<file path="src/rtl/positional_insert_delete_list_macros.svh">
// assertion macros for the positional insert and delete list
`ifndef POSITIONAL_INSERT_DELETE_LIST_MACROS_SVH
`define POSITIONAL_INSERT_DELETE_LIST_MACROS_SVH

// condition holds in the same cycle
`define PIDL_ASSERT_NOW(label, clk, rst, ante, cons, msg) \
  label: assert property (@(posedge clk) disable iff (rst) (ante) |-> (cons)) \
    else $error(msg);

// condition holds in the following cycle
`define PIDL_ASSERT_NEXT(label, clk, rst, ante, cons, msg) \
  label: assert property (@(posedge clk) disable iff (rst) (ante) |=> (cons)) \
    else $error(msg);

`endif

</file>
<file path="src/rtl/pidl_pkg.sv">
// shared constants, codes and control types for the positional list
`default_nettype none
package pidl_pkg;

  localparam int DEPTH  = 256;
  localparam int ADDR_W = $clog2(DEPTH);
  localparam int CNT_W  = $clog2(DEPTH + 1);
  localparam int POS_W  = 10;
  localparam int VAL_W  = 32;
  localparam int FUNC_W = 2;
  localparam int STAT_W = 2;
  localparam int ECNT_W = 9;
  localparam int CMP_W  = (CNT_W > POS_W) ? CNT_W : POS_W;

  localparam logic [FUNC_W-1:0] FUNC_INSERT = 2'd0;
  localparam logic [FUNC_W-1:0] FUNC_REMOVE = 2'd1;
  localparam logic [FUNC_W-1:0] FUNC_READ   = 2'd2;

  localparam logic [STAT_W-1:0] ST_OK    = 2'd0;
  localparam logic [STAT_W-1:0] ST_RANGE = 2'd1;
  localparam logic [STAT_W-1:0] ST_EMPTY = 2'd2;
  localparam logic [STAT_W-1:0] ST_FULL  = 2'd3;

  typedef struct packed {
    logic load;
    logic judge;
    logic start;
    logic shift;
    logic put;
    logic cnt_inc;
    logic cnt_dec;
    logic out_load;
  } ctl_cmd_t;

  typedef struct packed {
    logic ok;
    logic is_insert;
    logic is_read;
    logic at_end;
    logic last;
  } dp_stat_t;

endpackage
`default_nettype wire

</file>
<file path="src/rtl/pidl_ctl.sv">
// controller: sequences each request through check, an optional shift sweep and write, and result
`default_nettype none
`include "positional_insert_delete_list_macros.svh"
module pidl_ctl (
  input  wire logic               clk,
  input  wire logic               rst,
  input  wire logic               s_tvalid,
  output logic                    s_tready,
  output logic                    m_tvalid,
  input  wire logic               m_tready,
  input  wire pidl_pkg::dp_stat_t stat,
  output pidl_pkg::ctl_cmd_t      cmd
);
  import pidl_pkg::*;

  typedef enum logic [2:0] {
    IDLE,
    CHECK,
    SHIFT,
    DRAIN,
    PUT,
    RESP
  } state_t;

  state_t state;
  state_t state_next;
  logic   out_free;

  assign out_free = !m_tvalid || m_tready;
  assign s_tready = (state == IDLE);

  always_comb begin
    cmd        = '0;
    state_next = state;
    unique case (state)
      IDLE: begin
        if (s_tvalid) begin
          cmd.load   = 1'b1;
          state_next = CHECK;
        end
      end
      CHECK: begin
        cmd.judge = 1'b1;
        if (!stat.ok || stat.is_read) begin
          state_next = RESP;
        end else if (stat.is_insert) begin
          if (stat.at_end) begin
            state_next = PUT;
          end else begin
            cmd.start  = 1'b1;
            state_next = SHIFT;
          end
        end else if (stat.at_end) begin
          cmd.cnt_dec = 1'b1;
          state_next  = RESP;
        end else begin
          cmd.start  = 1'b1;
          state_next = SHIFT;
        end
      end
      SHIFT: begin
        cmd.shift = 1'b1;
        if (stat.last) begin
          state_next = DRAIN;
        end
      end
      DRAIN: begin
        if (stat.is_insert) begin
          state_next = PUT;
        end else begin
          cmd.cnt_dec = 1'b1;
          state_next  = RESP;
        end
      end
      PUT: begin
        cmd.put     = 1'b1;
        cmd.cnt_inc = 1'b1;
        state_next  = RESP;
      end
      RESP: begin
        if (out_free) begin
          cmd.out_load = 1'b1;
          state_next   = IDLE;
        end
      end
      default: begin
        state_next = IDLE;
      end
    endcase
  end

  always_ff @(posedge clk) begin
    if (rst) begin
      state    <= IDLE;
      m_tvalid <= 1'b0;
    end else begin
      state    <= state_next;
      m_tvalid <= (m_tvalid && !m_tready) || cmd.out_load;
    end
  end

  `PIDL_ASSERT_NOW(a_out_slot_free, clk, rst, cmd.out_load, !m_tvalid || m_tready,
    "result overwrites an untaken word")
  `PIDL_ASSERT_NEXT(a_accept_checks, clk, rst, s_tvalid && s_tready, state == CHECK,
    "accepted request not checked")

endmodule
`default_nettype wire

</file>
<file path="config.mk">
export PLATFORM = sky130hd
export DESIGN_NAME = pidl_ctl
export DESIGN_NICKNAME = d
export VERILOG_FILES = /design/src/rtl/pidl_pkg.sv /design/src/rtl/pidl_ctl.sv
export VERILOG_INCLUDE_DIRS = /design/src /design/src/rtl
export SDC_FILE = /design/constraint.sdc
export NUM_CORES = 1
export LEC_CHECK = 0
export ABC_CLOCK_PERIOD_IN_PS = 980
export BUFFER_PORTS_ARGS = -buffer_cell sky130_fd_sc_hd__buf_4
export CAP_MARGIN = 20
export CORE_AREA = 2 2 39 41
export CTS_CLUSTER_DIAMETER = 100
export DETAILED_ROUTE_END_ITERATION = 12
export DIE_AREA = 0 0 41 43
export PLACE_DENSITY = 0.54
export SLEW_MARGIN = 20
export SYNTH_ARGS = -nofsm -noshare
export SYNTH_HDL_FRONTEND = slang
export SYNTH_SLANG_ARGS = --single-unit
</file>
<file path="constraint.sdc">
create_clock -name clk -period 0.98 [get_ports clk]
set_input_delay 0.147 -clock clk [delete_from_list [all_inputs] [get_ports clk]]
set_output_delay 0.147 -clock clk [all_outputs]
set_load 0.005 [all_outputs]
</file>
Word-level counts from Yosys, hierarchy flattened --
Cells that the tools add are included.
Cells by class: equality and inequality tests 8, reductions and logical operators 9, multiplexer cells 23
Operator list (number):
- 3-bit two-way mux | 7
- 3-bit case mux with 6 select lines | 1
- 1-bit two-way mux | 12
- 3-bit by 2-bit == test with 1-bit output, second input constant | 2
- 3-bit == test, second input constant | 2
- 2-bit != test, second input constant | 3
- 2-bit two-way mux | 2
- 3-bit by 1-bit == test with 1-bit output, second input constant | 1
- 1-bit logical NOT | 3
- 3-bit logical NOT | 1
- 1-bit logical OR | 3
- 3-bit AND reduction | 1
- 1-bit case mux with 2 select lines | 1
- 1-bit logical AND | 1
Storage, ports and cells: output and inout port bits 10, bits in registers 4, input port bits 9

Depth between registers and ports, before layout --
Gate-level depths: netlist of the first run.
depth in word-level cells 5, mapped depth 5, depth with buffers taken out 4

Least setup slack after synthesis of the first run --
Ideal clock, no wire load.
path type flip-flop to output port, start register state[2], end output port cmd[3] (netlist bit), setup slack -100 ps, required time 833 ps, buffers on the path 2, arrival time 933 ps, cell stages (with the launch flop) 4, cell sequence dfxtp_1 > clkbuf_1 > and3_1 > buf_4
RTL lines:
- start, declared | line pidl_ctl.sv:25 | state_t state;
- start signal, assigned | line pidl_ctl.sv:97 | state <= state_next;
- end, declared | line pidl_ctl.sv:12 | output pidl_pkg::ctl_cmd_t cmd

==> flow_metrics.env, run 1 <==
export IMPL_outcome="finished, violations left"
export IMPL_violations="setup timing"
export IMPL_worst_pin_slew_ns=0.2494
export IMPL_drt_iter0_drc=5
export IMPL_track_usage=0.1166
export IMPL_synth_net_count=49
export IMPL_slew_violations=0
export IMPL_placed_area_um2=465.4
export IMPL_seq_area_frac_synth=0.2832
export IMPL_clk_pin_slew_ns=0.04
export IMPL_topRoutingLayerUsed="met4"
export IMPL_via_per_inst=4.852
export IMPL_grt_pass1_wl_um=1380
export IMPL_cts_path_max_buffers=2
export IMPL_synth_cell_type_count=19
export IMPL_hold_violations=0
export IMPL_core_rowCount=14
export IMPL_layout_common_cells="21 x buf_4, 5 x a21oi_1, 4 x buf_6"
export IMPL_hold_ws_ns=0.1022
export IMPL_clock_latency_ns=0.25
export IMPL_crit_fanout=4
export IMPL_critPathKind="reg -> out"
export IMPL_worst_ep_arrival_time_ns=1.11
export IMPL_cts_tree="done"
export IMPL_min_period_over_period=1.280
export IMPL_synthMuxAreaShare=0
export IMPL_start_util=0.2043
export IMPL_p_per_area_nw_per_um2=1208
export IMPL_synth_seq_cells=4
export IMPL_core_um2=1384
export IMPL_postLayoutCoreUtil=0.4231
export IMPL_gr_total_overflow=0
export IMPL_wl_met1_um=374
export IMPL_start_kind="flip-flop"
export IMPL_maxCapViolCount=0
export IMPL_io_pins=19
export IMPL_clock_skew_ns=0.007512
export IMPL_max_freq_mhz=797.1
export IMPL_dr_pass1_iters=4
export IMPL_layout_nets=76
export IMPL_rsz0062_at_grt="yes"
export IMPL_dr_wl_met2_um=471
export IMPL_antenna_found_initial=0
export IMPL_ant_nets=0
export IMPL_fillCellCount=141
export IMPL_crit_path_end_kind="output port"
export IMPL_multi_input_area_um2=239.0
export IMPL_cts_root_buf="clkbuf_4"
export IMPL_setup_ws_ns=-0.2745
export IMPL_post_drt_wl_per_cell_um=11.59
export IMPL_maxSlewHeadroom=0.8337
export IMPL_required_ns=0.83
export IMPL_vias=393
export IMPL_seqCellArea_um2=88.84
export IMPL_die_area_um2=1763
export IMPL_fin_area_um2=585.6
export IMPL_hold_path_class="in -> reg"
export IMPL_dp_hpwl_um=572.6
export IMPL_drc=0
export IMPL_grt_max_degree=11
export IMPL_synth_simple_area_share=0.4071
export IMPL_grt_pass1_vias=330
export IMPL_fin_crit_ns=1.254
export IMPL_avgSynthCellArea_um2=7.069
export IMPL_chipWidth_um=41
export IMPL_synthXorXnorAreaFrac=0
export IMPL_final_common_cell="buf_4"
export IMPL_ir_worst_vdd_v=0.0004985
export IMPL_synth_top_family_by_area="simple AND/OR/NAND/NOR gates"
export IMPL_wl_met3_um=71
export IMPL_port_buffers=18
export IMPL_p_leak_nw=0.2512
export IMPL_drive_above_1_share=0.6154
export IMPL_area_growth_pct=107.1
export IMPL_yosys_area_share_adder=0
export IMPL_die_h_um=43
export IMPL_htree_levels=1
export IMPL_gp_congestion=0.7509
export IMPL_antennaDiodeCount=0
export IMPL_synth_warnings=0
export IMPL_totalWireLength_um=939
export IMPL_synth_compound_area_frac=0.2168
export IMPL_finalSetupViolations=10
export IMPL_syn_inst=40
export IMPL_hold_buffers=0
export IMPL_cts_sinks=4
export IMPL_cts_buffers=3
export IMPL_syn_area_um2=282.8
-- state kept, by name (all words and copies together), names as in the netlist --
register and cells:
m_tvalid 1, state 3
-- critical path: stages (launching register included) --
cell and delay [ns]:
dfxtp_2 0.33, buf_6 0.13, nor3_4 0.16, and2_1 0.14, buf_4 0.10
-- cells by family after synthesis --
group                  Yosys count
AOI/OAI and AO/OA               10
buffers and inverters            5
DFF                              4
and+or+nand+nor                 21
-- layer usage --
| layer | vias to the layer above | GRT usage |
|---|---|---|
| met5 | - | 0 |
| met4 | 0 | 0.08000 |
| met3 | 2 | 0.03141 |
| met2 | 23 | 0.1531 |
| met1 | 175 | 0.1581 |
| li1 | 193 | - |
-- synth_stat cells --
library cell / instances / area [µm²]
nor2b_1: 1 / 6.260
nor2_1: 4 / 15.01
o32ai_1: 1 / 8.760
o21ai_0: 1 / 5.000
a211oi_1: 3 / 22.52
nor4_1: 2 / 12.51
dfxtp_1: 4 / 80.08
inv_1: 2 / 7.510
nand2_1: 3 / 11.26
buf_4: 2 / 15.01
nand2b_1: 2 / 12.51
and3_1: 2 / 12.51
clkbuf_1: 1 / 3.750
nor3_1: 2 / 10.01
or3_1: 1 / 6.260
a21oi_1: 5 / 25.02
nor3b_1: 1 / 7.510
nand2b_2: 1 / 8.760
and2_1: 2 / 12.51
-- cell type report --
type                            instances  share of cell area
Clock buffer                            3             0.03846
Inverter                                2             0.02137
Multi-Input combinational cell         31              0.4081
Sequential cell                         4              0.1517
Tap cell                               16             0.03419
Timing Repair Buffer                   25              0.3462
-- stage by stage --
step | setup TNS [ns] | setup WS (ns) | std cells | power [mW]
6_report | -2.310 | -0.2745 | 81 | 0.7074
4_1_cts | -2.004 | -0.2559 | 80 | 0.6526
5_1_grt | -2.829 | -0.3327 | 81 | 0.7530
3_3_place_gp | -0.6924 | -0.1241 | 77 | 0.4039
2_1_floorplan | -0.01379 | -0.009085 | 40 | 0.2862
3_5_place_dp | -0.7255 | -0.1520 | 77 | 0.4024
-- path summary, 6_finish.rpt --
path / from / end / slack, ns / cells past startpoint
hold / removal: rst / state[1] / 0.10 / 2
setup reg to reg: state[0] / state[0] / -0.23 / 5
setup / recovery: state[2] / cmd[7] / -0.27 / 4
hold reg to reg: state[2] / state[1] / 0.57 / 2
-- power by group --
part | switching (mW) | internal [mW]
registers | 0.0255 | 0.177
logic | 0.116 | 0.167
clock network | 0.0834 | 0.138
total | 0.225 | 0.483
-- what timing repair did --
item / in CTS / in global routing
buffers inserted: 0 / 1
endpoints found under the hold margin: 0 / 0
pin swaps: 2 / 3
endpoints found under the setup margin: 12 / 12
resized for setup: 13 / 10
(Power assumes the default switching activity.)
==> run 2, diff against run 1 <==
- SETUP_SLACK_MARGIN: default -> 0.15
==> flow_metrics.env, run 2 (same netlist as run 1, synthesis figures left out) <==
export IMPL_final_common_cell="buf_4"
export IMPL_cts_root_buf="clkbuf_4"
export IMPL_antennaDiodeCount=0
export IMPL_hold_violations=0
export IMPL_fin_area_um2=681.9
export IMPL_hold_buffers=0
export IMPL_outcome="finished, violations left"
export IMPL_critPathKind="reg -> out"
export IMPL_maxSlewHeadroom=0.8277
export IMPL_area_growth_pct=141.2
export IMPL_min_to="state[1]"
export IMPL_die_h_um=43
export IMPL_ir_worst_vdd_v=0.0004817
export IMPL_vias=403
export IMPL_p_leak_nw=0.2909
export IMPL_io_pins=19
export IMPL_hold_path_class="in -> reg"
export IMPL_worstSetupStartpoint="state[0]"
export IMPL_largest_reg_flops=3
export IMPL_stdcell_count=87
export IMPL_layout_nets=82
export IMPL_crit_path_end_kind="output port"
export IMPL_setup_ws_ns=-0.2388
export IMPL_clk_pin_slew_ns=0.04
export IMPL_maxCapViolCount=0
export IMPL_crit_fanout=5
export IMPL_finalSetupTns_ns=-1.938
export IMPL_drt_iter0_drc=3
export IMPL_slew_violations=0
export IMPL_gp_congestion=0.6783
export IMPL_reg_largest_list="state: 3 flops, m_tvalid: 1 flops"
export IMPL_drive_above_1_share=0.7465
export IMPL_cts_sinks=4
export IMPL_required_ns=0.83
export IMPL_place_inst=81
export IMPL_cts_tree="done"
export IMPL_worstHoldStart="rst"
export IMPL_max_freq_mhz=820.5
export IMPL_rsz0062_at_grt="yes"
export IMPL_core_um2=1384
export IMPL_violations="setup timing"
export IMPL_grt_max_degree=10
export IMPL_finalSetupViolations=11
export IMPL_grt_pass1_vias=420
export IMPL_post_drt_wl_per_cell_um=11.18
export IMPL_start_kind="flip-flop"
export IMPL_p_per_area_nw_per_um2=1111
export IMPL_cts_path_max_buffers=2
export IMPL_clock_skew_ns=0.004564
export IMPL_cts_buffers=3
export IMPL_grt_pass1_wl_um=1621
export IMPL_antenna_found_initial=0
export IMPL_placed_area_um2=516.7
export IMPL_worst_pin_slew_ns=0.2579
export IMPL_p_total_mw=0.7573
export IMPL_drc=0
export IMPL_postLayoutCoreUtil=0.4928
export IMPL_regMostFlops="state"
export IMPL_die_area_um2=1763
export IMPL_hold_depth=2
export IMPL_r2r_cells=4
export IMPL_fin_crit_ns=1.219
export IMPL_core_rowCount=14
export IMPL_clock_latency_ns=0.23
export IMPL_layout_common_cells="23 x buf_4, 8 x buf_6, 3 x a21oi_1, 3 x clkbuf_4, 3 x dfxtp_4"
export IMPL_dr_pass1_iters=4
export IMPL_totalWireLength_um=973
export IMPL_min_period_over_period=1.244
export IMPL_reg2reg_setup_slack_ns=-0.13
export IMPL_dp_hpwl_um=637.2
export IMPL_track_usage=0.1317
export IMPL_worstReg2RegEnd="state[0]"
export IMPL_gr_total_overflow=0
export IMPL_worst_ep_arrival_time_ns=1.07
export IMPL_rr_startpoint="state[0]"
export IMPL_ant_nets=0
export IMPL_htree_levels=1
export IMPL_chipWidth_um=41
export IMPL_port_buffers=18
export IMPL_start_util=0.2043
export IMPL_via_per_inst=4.632
[run 2: cell types whose count changed in the layout (fill, tap and decap cells not counted), moves of 2 or more]
cell      previous run  this run
buf_4               21        23
nand2_1              3         1
a211oi_1             3         0
a21oi_2              0         2
a21oi_1              5         3
a211oi_2             0         2
nand2_2              0         2
buf_6                4         8
[run 2: worst max path at each step]
stage / end / slack (ns) / cells past startpoint
detailed placement: state[0] / -0.16 / 3
global route: cmd[7] / -0.29 / 3
global placement: cmd[5] / -0.12 / 4
floorplan: state[0] / -0.009 / 5
finish: cmd[1] / -0.24 / 3
CTS: cmd[1] / -0.24 / 3
[run 2: power breakdown]
part / total [mW] / internal [mW] / switching [mW]
clock network: 0.200 / 0.137 / 0.0632
registers: 0.210 / 0.178 / 0.0326
logic: 0.347 / 0.218 / 0.129
total: 0.757 / 0.532 / 0.225
[run 2: what timing repair did]
item,CTS,global route
gates resized for setup,23,9
buffers inserted,3,0
endpoints found under the hold margin,0,0
endpoints found under the setup margin,13,13
pin swaps,3,0
[run 2: area by class of cell]
type	instances	area [µm²]
fill	136	701.9
multi-input combinational	31	270.3
timing repair buffer	31	262.8
sequential	4	91.34
clock buffer	3	22.52
tap	16	20.02
inverter	2	15.01
[run 2: metrics by stage]
stage	setup WS, ns	hold WS [ns]
detailed placement	-0.1603	0.3492
global placement	-0.1157	0.3471
global route	-0.2864	0.1062
finish	-0.2388	0.1121
CTS	-0.2351	0.1024
floorplan	-0.009085	0.2120
[run 2: metal layers]
metal | vias to the layer above | part of all wire | GRT usage
met1 | 188 | 0.40 | 0.1548
met4 | 0 | 0 | 0.04000
met3 | 0 | 0.051 | 0.04712
li1 | 203 | - | -
met2 | 12 | 0.55 | 0.2125
met5 | - | 0 | 0
[run 2: critical path, stage by stage, from the launching register on]
cell     delay [ns]
dfxtp_4        0.39
inv_8          0.05
nor4_4         0.25
buf_4          0.14
